**config.mk**
```make
export PLATFORM = sky130hd
export DESIGN_NAME = smtp_body_qp_converter
export DESIGN_NICKNAME = d
export VERILOG_FILES = /design/src/hw/rtl/sbqp_pkg.sv /design/src/hw/rtl/sbqp_core.sv /design/src/hw/rtl/sbqp_out_buf.sv /design/src/hw/rtl/smtp_body_qp_converter.sv
export SDC_FILE = /design/constraint.sdc
export NUM_CORES = 1
export LEC_CHECK = 0
export BUFFER_PORTS_ARGS = -buffer_cell sky130_fd_sc_hd__buf_4
export CAP_MARGIN = 20
export CORE_MARGIN = 2
export CORE_UTILIZATION = 45
export CTS_BUF_LIST = sky130_fd_sc_hd__clkbuf_8 sky130_fd_sc_hd__clkbuf_16
export DETAILED_ROUTE_END_ITERATION = 7
export RECOVER_POWER = 50
export SKIP_CTS_REPAIR_TIMING = 1
export SYNTH_ARGS = -nofsm -noshare
export SYNTH_HDL_FRONTEND = slang
export SYNTH_SLANG_ARGS = --single-unit
```
**constraint.sdc**
```tcl
create_clock -name aclk -period 17.25 [get_ports aclk]
set_input_delay 0.8625 -clock aclk [delete_from_list [all_inputs] [get_ports aclk]]
set_output_delay 0.8625 -clock aclk [all_outputs]
set_load 0.01 [all_outputs]
```
**src/hw/rtl/sbqp_pkg.sv**
```systemverilog
// ----------------------------------------------------------------------------
// sbqp_pkg
// Shared types, character codes and helper functions for the SMTP body
// quoted-printable converter.
// ----------------------------------------------------------------------------
package sbqp_pkg;

    localparam int BYTE_W   = 8;
    localparam int MAX_OUT  = 6;
    localparam int CNT_W    = 3;
    localparam int CFG_IDX_W = 1;
    localparam int CFG_DATA_W = 2;

    // configuration register indexes
    localparam logic [CFG_IDX_W-1:0] REG_CONVERT_MODE = 1'd0;
    localparam logic [CFG_IDX_W-1:0] REG_CHUNKING_ON  = 1'd1;

    // conversion modes
    localparam logic [1:0] MODE_PASS      = 2'd0;
    localparam logic [1:0] MODE_QP_ENC    = 2'd1;
    localparam logic [1:0] MODE_QP_DEC    = 2'd2;
    localparam logic [1:0] MODE_QP_ENC_UC = 2'd3;

    // character codes
    localparam logic [7:0] CH_TAB   = 8'h09;
    localparam logic [7:0] CH_LF    = 8'h0A;
    localparam logic [7:0] CH_CR    = 8'h0D;
    localparam logic [7:0] CH_SPACE = 8'h20;
    localparam logic [7:0] CH_DOT   = 8'h2E;
    localparam logic [7:0] CH_EQ    = 8'h3D;
    localparam logic [7:0] CH_F     = 8'h46;
    localparam logic [7:0] CH_CTRL_LIM  = 8'd32;
    localparam logic [7:0] CH_PRINT_MAX = 8'd126;

    localparam logic signed [7:0] COL_START     = -8'sd1;
    localparam logic signed [8:0] COL_MAX       = 9'sd127;
    localparam logic signed [7:0] COL_SOFT_BRK  = 8'sd70;

    typedef struct packed {
        logic signed [7:0] col;
        logic [1:0]        esc_left;
        logic [7:0]        esc_val;
        logic              drop;
    } state_t;

    typedef struct packed {
        logic [MAX_OUT-1:0][BYTE_W-1:0] bytes;
        logic [CNT_W-1:0]               count;
    } result_t;

    // column advance, saturating at 127
    function automatic logic signed [7:0] col_add(input logic signed [7:0] c,
                                                  input logic [1:0] k);
        logic signed [8:0] sum;
        sum = {c[7], c} + $signed({7'd0, k});
        if (sum > COL_MAX) begin
            return COL_MAX[7:0];
        end
        return sum[7:0];
    endfunction

    // upper-case hex digit
    function automatic logic [7:0] hex_char(input logic [3:0] nib);
        if (nib < 4'd10) begin
            return 8'h30 + {4'd0, nib};
        end
        return 8'h37 + {4'd0, nib};
    endfunction

    // {valid, nibble} of a hex character, either case
    function automatic logic [4:0] hex_nibble(input logic [7:0] c);
        logic [7:0] d;
        d = 8'd0;
        if (c >= 8'h30 && c <= 8'h39) begin
            d = c - 8'h30;
            return {1'b1, d[3:0]};
        end
        if (c >= 8'h61 && c <= 8'h66) begin
            d = c - 8'h57;
            return {1'b1, d[3:0]};
        end
        if (c >= 8'h41 && c <= 8'h46) begin
            d = c - 8'h37;
            return {1'b1, d[3:0]};
        end
        return 5'd0;
    endfunction

endpackage

```
**src/hw/rtl/sbqp_core.sv**
```systemverilog
// ----------------------------------------------------------------------------
// sbqp_core
// Line state register and the single-pass conversion of one byte into its
// list of output bytes.
// ----------------------------------------------------------------------------
module sbqp_core (
    input  logic                 aclk,
    input  logic                 aresetn,
    input  logic [1:0]           convert_mode,
    input  logic                 chunking_on,
    input  logic [7:0]           data_byte,
    input  logic                 line_final,
    input  logic                 line_penultimate,
    input  logic                 consume,
    output sbqp_pkg::result_t    result
);

    sbqp_pkg::state_t state_reg;
    sbqp_pkg::state_t state_next;

    always_comb begin
        logic [7:0]              cc;
        logic                    pass;
        logic                    esc;
        logic                    near;
        logic                    blank;
        logic                    ws;
        logic [4:0]              hn;
        logic [7:0]              ev;
        logic [sbqp_pkg::CNT_W-1:0] n;

        state_next   = state_reg;
        result.bytes = '0;
        n     = '0;
        cc    = data_byte;
        pass  = 1'b0;
        esc   = 1'b0;
        ev    = 8'd0;
        hn    = 5'd0;
        near  = line_final | line_penultimate;
        blank = (data_byte == sbqp_pkg::CH_SPACE) || (data_byte == sbqp_pkg::CH_TAB);
        ws    = blank || (data_byte == sbqp_pkg::CH_LF) || (data_byte == sbqp_pkg::CH_CR);

        if (state_reg.drop) begin
            pass = 1'b0;
        end else if (convert_mode == sbqp_pkg::MODE_QP_DEC) begin
            if (state_reg.esc_left == 2'd0) begin
                state_next.col = sbqp_pkg::col_add(state_reg.col, 2'd1);
                if (data_byte == sbqp_pkg::CH_EQ) begin
                    state_next.esc_val  = 8'd0;
                    state_next.esc_left = 2'd2;
                end else begin
                    pass = 1'b1;
                end
            end else if (ws) begin
                // soft break: rest of the line is discarded
                state_next.col  = sbqp_pkg::col_add(state_reg.col, 2'd1);
                state_next.drop = 1'b1;
            end else begin
                hn = sbqp_pkg::hex_nibble(data_byte);
                ev = hn[4] ? {state_reg.esc_val[3:0], hn[3:0]} : state_reg.esc_val;
                state_next.esc_val  = ev;
                state_next.esc_left = state_reg.esc_left - 2'd1;
                if (state_reg.esc_left == 2'd1) begin
                    cc   = ev;
                    pass = 1'b1;
                end
            end
        end else begin
            state_next.col = sbqp_pkg::col_add(state_reg.col, 2'd1);
            if (convert_mode == sbqp_pkg::MODE_QP_ENC ||
                convert_mode == sbqp_pkg::MODE_QP_ENC_UC) begin
                if (state_next.col > sbqp_pkg::COL_SOFT_BRK &&
                    data_byte != sbqp_pkg::CH_LF) begin
                    result.bytes[n] = sbqp_pkg::CH_EQ; n = n + 1'b1;
                    result.bytes[n] = sbqp_pkg::CH_CR; n = n + 1'b1;
                    result.bytes[n] = sbqp_pkg::CH_LF; n = n + 1'b1;
                    state_next.col = 8'sd0;
                end
                if (near && blank) begin
                    esc = 1'b1;
                end else if (data_byte == sbqp_pkg::CH_EQ ||
                             data_byte > sbqp_pkg::CH_PRINT_MAX ||
                             (state_next.col == 8'sd0 &&
                              (data_byte == sbqp_pkg::CH_F ||
                               data_byte == sbqp_pkg::CH_DOT)) ||
                             (data_byte != sbqp_pkg::CH_LF &&
                              data_byte != sbqp_pkg::CH_TAB &&
                              data_byte < sbqp_pkg::CH_CTRL_LIM)) begin
                    esc = 1'b1;
                end
                if (esc) begin
                    result.bytes[n] = sbqp_pkg::CH_EQ; n = n + 1'b1;
                    result.bytes[n] = sbqp_pkg::hex_char(data_byte[7:4]); n = n + 1'b1;
                    result.bytes[n] = sbqp_pkg::hex_char(data_byte[3:0]); n = n + 1'b1;
                    state_next.col = sbqp_pkg::col_add(state_next.col, 2'd2);
                end else begin
                    pass = 1'b1;
                end
            end else begin
                pass = 1'b1;
            end
        end

        if (pass) begin
            if (state_next.col == 8'sd0 && cc == sbqp_pkg::CH_DOT && !chunking_on) begin
                result.bytes[n] = cc; n = n + 1'b1;
            end
            if (cc == sbqp_pkg::CH_LF) begin
                result.bytes[n] = sbqp_pkg::CH_CR; n = n + 1'b1;
                state_next.col = sbqp_pkg::COL_START;
            end
            result.bytes[n] = cc; n = n + 1'b1;
        end

        if (line_final) begin
            state_next.esc_left = 2'd0;
            state_next.esc_val  = 8'd0;
            state_next.drop     = 1'b0;
        end

        result.count = n;
    end

    always_ff @(posedge aclk) begin
        if (!aresetn) begin
            state_reg.col      <= sbqp_pkg::COL_START;
            state_reg.esc_left <= 2'd0;
            state_reg.esc_val  <= 8'd0;
            state_reg.drop     <= 1'b0;
        end else if (consume) begin
            state_reg <= state_next;
        end
    end

endmodule

```
**src/hw/rtl/sbqp_out_buf.sv**
```systemverilog
// ----------------------------------------------------------------------------
// sbqp_out_buf
// Result register holding the byte list of one request and draining it one
// byte per accepted output transfer.
// ----------------------------------------------------------------------------
module sbqp_out_buf (
    input  logic                 aclk,
    input  logic                 aresetn,
    input  logic                 load,
    input  sbqp_pkg::result_t    result,
    output logic                 free,
    output logic                 m_valid,
    input  logic                 m_ready,
    output logic [7:0]           m_out_byte,
    output logic                 m_run_end
);

    logic [sbqp_pkg::MAX_OUT-1:0][7:0] bytes_reg;
    logic [sbqp_pkg::CNT_W-1:0]        cnt_reg;
    logic [sbqp_pkg::CNT_W-1:0]        idx_reg;
    logic                              valid_reg;
    logic                              last;

    assign last       = (idx_reg == cnt_reg - 1'b1);
    assign m_valid    = valid_reg;
    assign m_out_byte = bytes_reg[idx_reg];
    assign m_run_end  = last;
    assign free       = !valid_reg || (m_ready && last);

    always_ff @(posedge aclk) begin
        if (!aresetn) begin
            valid_reg <= 1'b0;
            idx_reg   <= '0;
            cnt_reg   <= '0;
        end else if (load) begin
            valid_reg <= 1'b1;
            idx_reg   <= '0;
            cnt_reg   <= result.count;
        end else if (valid_reg && m_ready) begin
            if (last) begin
                valid_reg <= 1'b0;
            end else begin
                idx_reg <= idx_reg + 1'b1;
            end
        end
    end

    always_ff @(posedge aclk) begin
        if (load) begin
            bytes_reg <= result.bytes;
        end
    end

endmodule

```
**src/hw/rtl/smtp_body_qp_converter.sv**
```systemverilog
// ----------------------------------------------------------------------------
// smtp_body_qp_converter
// SMTP body byte converter: pass-through, QP encode/decode, CRLF and dot
// stuffing.
// ----------------------------------------------------------------------------
// Takes one body byte per request and produces zero to six bytes, the last
// one marked by m_run_end. A byte is registered on entry, converted
// combinationally and its output list parked in a result register that drains
// one byte per cycle while m_ready is high; a byte with no output retires
// without waiting for it. Input rate is one byte per cycle while each byte
// yields at most one output and m_ready stays high; expanding bytes (escapes,
// soft breaks, CRLF, doubled dots) hold the next byte until their output drains.
// Configuration writes must be made only while the block is idle.
// ----------------------------------------------------------------------------
module smtp_body_qp_converter (
    input  logic                               aclk,
    input  logic                               aresetn,
    input  logic                               cfg_wr_en,
    input  logic [sbqp_pkg::CFG_IDX_W-1:0]     cfg_index,
    input  logic [sbqp_pkg::CFG_DATA_W-1:0]    cfg_data,
    input  logic                               s_valid,
    output logic                               s_ready,
    input  logic [7:0]                         s_data_byte,
    input  logic                               s_line_final,
    input  logic                               s_line_penultimate,
    output logic                               m_valid,
    input  logic                               m_ready,
    output logic [7:0]                         m_out_byte,
    output logic                               m_run_end
);

    logic [1:0]        mode_reg;
    logic              chunk_reg;
    logic              in_valid_reg;
    logic [7:0]        in_byte_reg;
    logic              in_final_reg;
    logic              in_penult_reg;
    logic              consume;
    logic              load;
    logic              free;
    sbqp_pkg::result_t result;

    always_ff @(posedge aclk) begin
        if (!aresetn) begin
            mode_reg  <= sbqp_pkg::MODE_PASS;
            chunk_reg <= 1'b0;
        end else if (cfg_wr_en) begin
            unique case (cfg_index)
                sbqp_pkg::REG_CONVERT_MODE: mode_reg  <= cfg_data[1:0];
                sbqp_pkg::REG_CHUNKING_ON:  chunk_reg <= cfg_data[0];
                default: ;
            endcase
        end
    end

    // bytes with no output retire without waiting for the result register
    assign consume = in_valid_reg && ((result.count == '0) || free);
    assign load    = in_valid_reg && (result.count != '0) && free;
    assign s_ready = !in_valid_reg || consume;

    always_ff @(posedge aclk) begin
        if (!aresetn) begin
            in_valid_reg <= 1'b0;
        end else if (s_ready) begin
            in_valid_reg <= s_valid;
        end
    end

    always_ff @(posedge aclk) begin
        if (s_ready && s_valid) begin
            in_byte_reg   <= s_data_byte;
            in_final_reg  <= s_line_final;
            in_penult_reg <= s_line_penultimate;
        end
    end

    sbqp_core u_core (
        .aclk             (aclk),
        .aresetn          (aresetn),
        .convert_mode     (mode_reg),
        .chunking_on      (chunk_reg),
        .data_byte        (in_byte_reg),
        .line_final       (in_final_reg),
        .line_penultimate (in_penult_reg),
        .consume          (consume),
        .result           (result)
    );

    sbqp_out_buf u_out_buf (
        .aclk       (aclk),
        .aresetn    (aresetn),
        .load       (load),
        .result     (result),
        .free       (free),
        .m_valid    (m_valid),
        .m_ready    (m_ready),
        .m_out_byte (m_out_byte),
        .m_run_end  (m_run_end)
    );

endmodule
```
Word-level counts from Yosys, hierarchy flattened
Index checks and enable logic that the tools add are counted.

storage, ports and cells
  register bits = 88
  logic and storage cells = 299
  output and inout bits = 11
  input port bits = 18

operators by class
  eq/ne operators = 19
  reduce and logical (&&, ||, !) cells = 50
  mux-type cells = 157
  $add $sub $neg = 18
  bitwise logic cells = 10
  magnitude comparators = 26

operators with widths
  kind                                                               count
  2-to-1 mux 48 bit                                                  9
  2-to-1 mux 8 bit                                                   43
  bitwise mux 48 bit                                                 4
  demux 8 bit (select 3 bit)                                         6
  2-to-1 mux 24 bit                                                  3
  2-to-1 mux 1 bit                                                   61
  2-to-1 mux 5 bit                                                   10
  2-to-1 mux 3 bit                                                   12
  == test 8 x 4 -> 1 bit, second input constant                      4
  == test 8 x 6 -> 1 bit, second input constant                      4
  AND 30 bit                                                         1
  inverter 30 bit                                                    1
  OR 15 x 30 -> 30 bit                                               1
  adder 6 x 4 -> 7 bit, first input constant                         4
  less-than comparator 3 x 4 -> 1 bit, second input constant         7
  binary-select mux 8 bit (select 3 bit)                             1
  logical AND 1 bit                                                  22
  2-to-1 mux 11 bit                                                  2
  adder 3 x 1 -> 3 bit, second input constant                        7
  2-to-1 mux 10 bit                                                  2
  2-to-1 mux 20 bit                                                  1
  2-to-1 mux 19 bit                                                  1
  AND 9 x 18 -> 18 bit                                               1
  greater-or-equal comparator 3 x 1 -> 1 bit, second input constant  6
  38 further kinds                                                   67

Logic depth before layout (Yosys ltp)
  depth after elaboration = 47
  gate-level depth with buffers = 27

By module
Synthesis repeated with hierarchy kept, for this count alone.

unflattened totals
  cell total of the unflattened synthesis = 770
  area total of the unflattened synthesis = 6847.8 µm²

by module, submodules not included
  module                  instances  cells an instance  sequential area each (µm²)  area each (µm²)
  sbqp_core               1          607                380.4                       4096.4
  sbqp_out_buf            1          130                1581.5                      2255.9
  smtp_body_qp_converter  1          33                 380.4                       495.5

Least setup slack after synthesis
OpenSTA, ideal clock, no wires.

  kind = reg2reg
  start point = reg in_byte_reg[4]
  end point = reg u_out_buf.cnt_reg[1] in the netlist's numbering
  period minus slack after synthesis = 6455 ps
  cell stages (with the launch flop) = 27
  arrival = 6340 ps
  path slack = 10795 ps
  path through = edfxtp_1 > clkbuf_1 > inv_1 > ha_1 > and3b_1 > and3_1 > a211o_1 > a21oi_1 > buf_2 > a21oi_1 > ha_1 > inv_1 > a2111oi_0 > a311oi_1 > nor3_1 > o221ai_1 > o211ai_1 > or4_4 > nor3_4 > or2_2 > ha_1 > a32oi_1 > o22ai_4 > a211o_1 > inv_2 > nor2_1 > o21a_1

on the way
  word-level cells in the longest chain between the ends = 35
  elaborated cells on any way between the ends = 123
  those cells by class = add/sub (7); order compare (9); eq/ne (11); mux (74); reduce/logical (22)

RTL lines
  item                                                           line                          source
  start: declaration                                             smtp_body_qp_converter.sv:35  logic [7:0] in_byte_reg;
  start signal: assignment                                       smtp_body_qp_converter.sv:71  in_byte_reg <= s_data_byte;
  branches (longest 31 deep; another with adder 8 x 3 -> 9 bit)  -
  2-to-1 mux 3 bit (*)                                           sbqp_core.sv:105              if (pass) begin
  nonzero test 3 bit (*)                                         smtp_body_qp_converter.sv:58  assign load = in_valid_reg && (result.count != '0) && free;
  logical AND 1 bit (*) (2 in a row)                             smtp_body_qp_converter.sv:58
  net load                                                       smtp_body_qp_converter.sv:39  logic load;
  end signal: assignment                                         sbqp_out_buf.sv:38            cnt_reg <= result.count;
  end: declaration                                               sbqp_out_buf.sv:19            logic [sbqp_pkg::CNT_W-1:0] cnt_reg;

Mark *: on every way through the listed nets, which the timed path passes. The select of a mux whose other input is x is not followed.
A chain may end at the register's enable or synchronous reset.

Worst setup path in the final report
  start point = reg u_core.state_reg[12] in the netlist's numbering
  end point = out s_ready

on the way
  word-level cells in the longest chain between the ends = 41
  elaborated cells on any way between the ends = 76
  those cells by class = add/sub (8); order compare (3); mux (53); reduce/logical (12)

RTL lines
  item                                                           line                          source
  start: declaration                                             sbqp_core.sv:18               sbqp_pkg::state_t state_reg;
  start signal: assignment                                       sbqp_core.sv:132              state_reg <= state_next;
  branches (longest 36 deep; another with adder 8 x 2 -> 9 bit)  -
  2-to-1 mux 3 bit (*)                                           sbqp_core.sv:105
  logical NOT 3 bit (*)                                          smtp_body_qp_converter.sv:57  assign consume = in_valid_reg && ((result.count == '0) || free);
  logical OR 1 bit (*)                                           smtp_body_qp_converter.sv:57
  logical AND 1 bit (*)                                          smtp_body_qp_converter.sv:57
  logical OR 1 bit (*)                                           smtp_body_qp_converter.sv:59  assign s_ready = !in_valid_reg || consume;
  end: declaration                                               smtp_body_qp_converter.sv:22  output logic s_ready,

Every way passes the cells marked *. The select of a mux whose other input is x is not followed.

==> impl_metrics.tcl <==
set metrics [dict create \
    synthTopCellsByArea "edfxtp_1, dfxtp_1, nand2_1, mux2i_1, ha_1" \
    clock_tree.htree_level_count 3 \
    dr_total_vias 5910 \
    grt_max_degree 54 \
    max_freq_ghz 0.1084 \
    dp_hpwl_um 14680 \
    path_clk_slew_ps 80 \
    syn_avg_cell_area_sq_um 8.963 \
    die_area_sq_mm 0.01573 \
    first_iter_violations 507 \
    layout-drive-gt1-share_pct 9.524 \
    synth_compound_area_share_pct 22.90 \
    root_buffer "clkbuf_16" \
    synth_common_cells "nand2_1, edfxtp_1, nor2_1" \
    fin_skew_ps 17.63 \
    synth_top_family_by_area "compound AO/OA/AOI/OAI gates" \
    grt_pass1_wl_um 31240 \
    path_class "reg2out" \
    largest_reg_flops 48 \
    grt_use_total_pct 25.17 \
    ys_ff_latch 88 \
    numCtsBuffers 9 \
    ant_nets 0 \
    syn-instance-count 740 \
    rsz0062_at_grt "false" \
    io_buffer_count 28 \
    dieWidth_um 125.4 \
    async_reset_ff_share_pct 0 \
    critPathMaxStageDelay_ps 1150 \
    overflow 0 \
    post-route-util_pct 49.71 \
    core_area_sq_mm 0.01448 \
    drt_pass1_iterations 4 \
    outcome "finished clean" \
    min_period_ps 9225 \
    clock-sinks 88 \
    antenna_found_initial 0 \
    layout.nets 788 \
    slew_violations 0 \
    instances_no_fill 940 \
    critical_path_required_ps 16390 \
    drc 0 \
    yosys_warnings 0 \
    synth_top_area_cell "edfxtp_1" \
    synth-main-ff-cell "edfxtp_1" \
    r2r_slack_ps 8400 \
    syn_to_final_growth_pct 8.508 \
    synthXorXnorAreaFrac_pct 2.226 \
    cp.arrival_ps 8360 \
    fin_crit_sh_pct 53.48 \
    start_kind "flip-flop" \
    netlist_area_sq_mm 0.006633 \
    clock_latency_ps 360 \
    synth_top_area_share_pct 26.26 \
    synth-adder-area-share_pct 3.584 \
    hold_violations 0 \
    io_pins 29 \
    tightestPinTransition_ps 1490 \
    cap_violations 0 \
    setup_tns_ps 0 \
    synth_simple_gate_area_share_pct 22.58 \
    finalPower_mw 0.7200 \
    cts_tree "yes" \
    rows 44 \
    drt_wl_total_um 19430 \
    synth-edff-count 58 \
    synth.distinct_cells 95 \
    whs_ps 503.7 \
    start_util_pct 45.81 \
    cts_max_path_buffers 2 \
    slew_headroom_pct 0.6364 \
    die_h_um 125.4 \
    end_kind "primary output" \
    gp_congestion 0.9561 \
    placed_cells 922 \
    finalSetupViolations 0 \
    synthMuxAreaShare_pct 8.395 \
    drt-wirelength-per-cell_um 20.67 \
    vias_per_cell 6.287 \
    ir_drop_mv 0.04481 \
    insertedDiodeCount 0 \
    worstPathMaxFanout 18 \
    crit_slowest_cell "nor4_1" \
    yosysSeqAreaShare_pct 35.31 \
    worstHoldPathType "reg2reg" \
    grt_pass1_vias 5592 \
    p_per_area_mw_per_mm2 100.0 \
    leakagePower_nw 2.653 \
    synth_most_common_cell "nand2_1" \
]
==> per-layer routing <==
layer  vias to the layer above  global-route usage [%]  wire [um]
li1                       2814                       -          -
met1                      2826                   34.89       8593
met2                       216                   39.93       9167
met3                        54                   3.124        995
met4                         0                   10.59        678
met5                         -                       0          0
==> cell usage in the layout (no fill, tap or decap), types with 4 or more instances in the layout <==
cell type / instances
nand2_1: 86
edfxtp_1: 58
nor2_1: 57
inv_1: 37
a21oi_1: 34
o21ai_0: 32
mux2i_1: 32
dfxtp_1: 30
nor3_1: 24
nand3_1: 24
o22ai_1: 19
ha_1: 19
nor2b_1: 14
nand2b_1: 14
clkbuf_1: 13
xnor2_1: 12
a211oi_1: 12
buf_4: 11
clkbuf_4: 10
nand4_1: 9
o211ai_1: 9
clkbuf_16: 9
a31oi_1: 8
and2_1: 8
a21o_1: 8
mux4_2: 8
a22oi_1: 7
nor4_1: 6
and3_1: 6
a211o_1: 6
a32o_1: 6
a21boi_0: 5
nand3b_1: 5
or3_1: 5
o21a_1: 5
conb_1: 5
a311oi_1: 4
nor3b_1: 4
o21ai_1: 4
or2_2: 4
==> critical path: cells and delay by family (launching register included) <==
| family | cells | cell delay [ps] |
|---|---|---|
| buf+inv | 5 | 1040 |
| flops | 1 | 650 |
| simple gates | 7 | 2480 |
| fa+ha+maj | 3 | 1140 |
| compound gates | 10 | 2670 |
==> logic make-up after synthesis <==
logic type / after synthesis
and+or+nand+nor: 289
DFF: 88
AOI/OAI and AO/OA: 205
buffers and inverters: 77
muxes: 45
adders and majority gates: 19
other: 1
xor gates and xnor gates: 16
==> cell type report <==
type | instances | area, sq um
clock buffers | 9 | 225.2
multi-input cells | 579 | 3926
inverters | 38 | 145.1
fillers | 1378 | 7282
repair buffers | 35 | 226.5
flip-flops and latches | 88 | 2342
well taps | 184 | 230.2
clock inverters | 7 | 101.3
==> worst paths after layout <==
check | start | to | cells after the start
max | u_core.state_reg[12] | s_ready | 25
min | u_core.state_reg[9] | u_core.state_reg[9] | 2
max reg2reg | u_core.state_reg[12] | u_out_buf.bytes_reg[10] | 25
min reg2reg | u_core.state_reg[9] | u_core.state_reg[9] | 2
==> stage by stage <==
step,instance area [sq um],setup WS (ps)
2_1_floorplan,6648,10800
3_3_place_gp,6943,9779
3_5_place_dp,6943,9566
4_1_cts,7269,9289
5_1_grt,7197,7243
6_report,7197,8025
==> where the power goes <==
group	internal, mW	switching, mW
clock network	0.129	0.0913
registers	0.240	0.0192
logic	0.0879	0.153
total	0.457	0.263
Power figures use the tool's default switching activity.
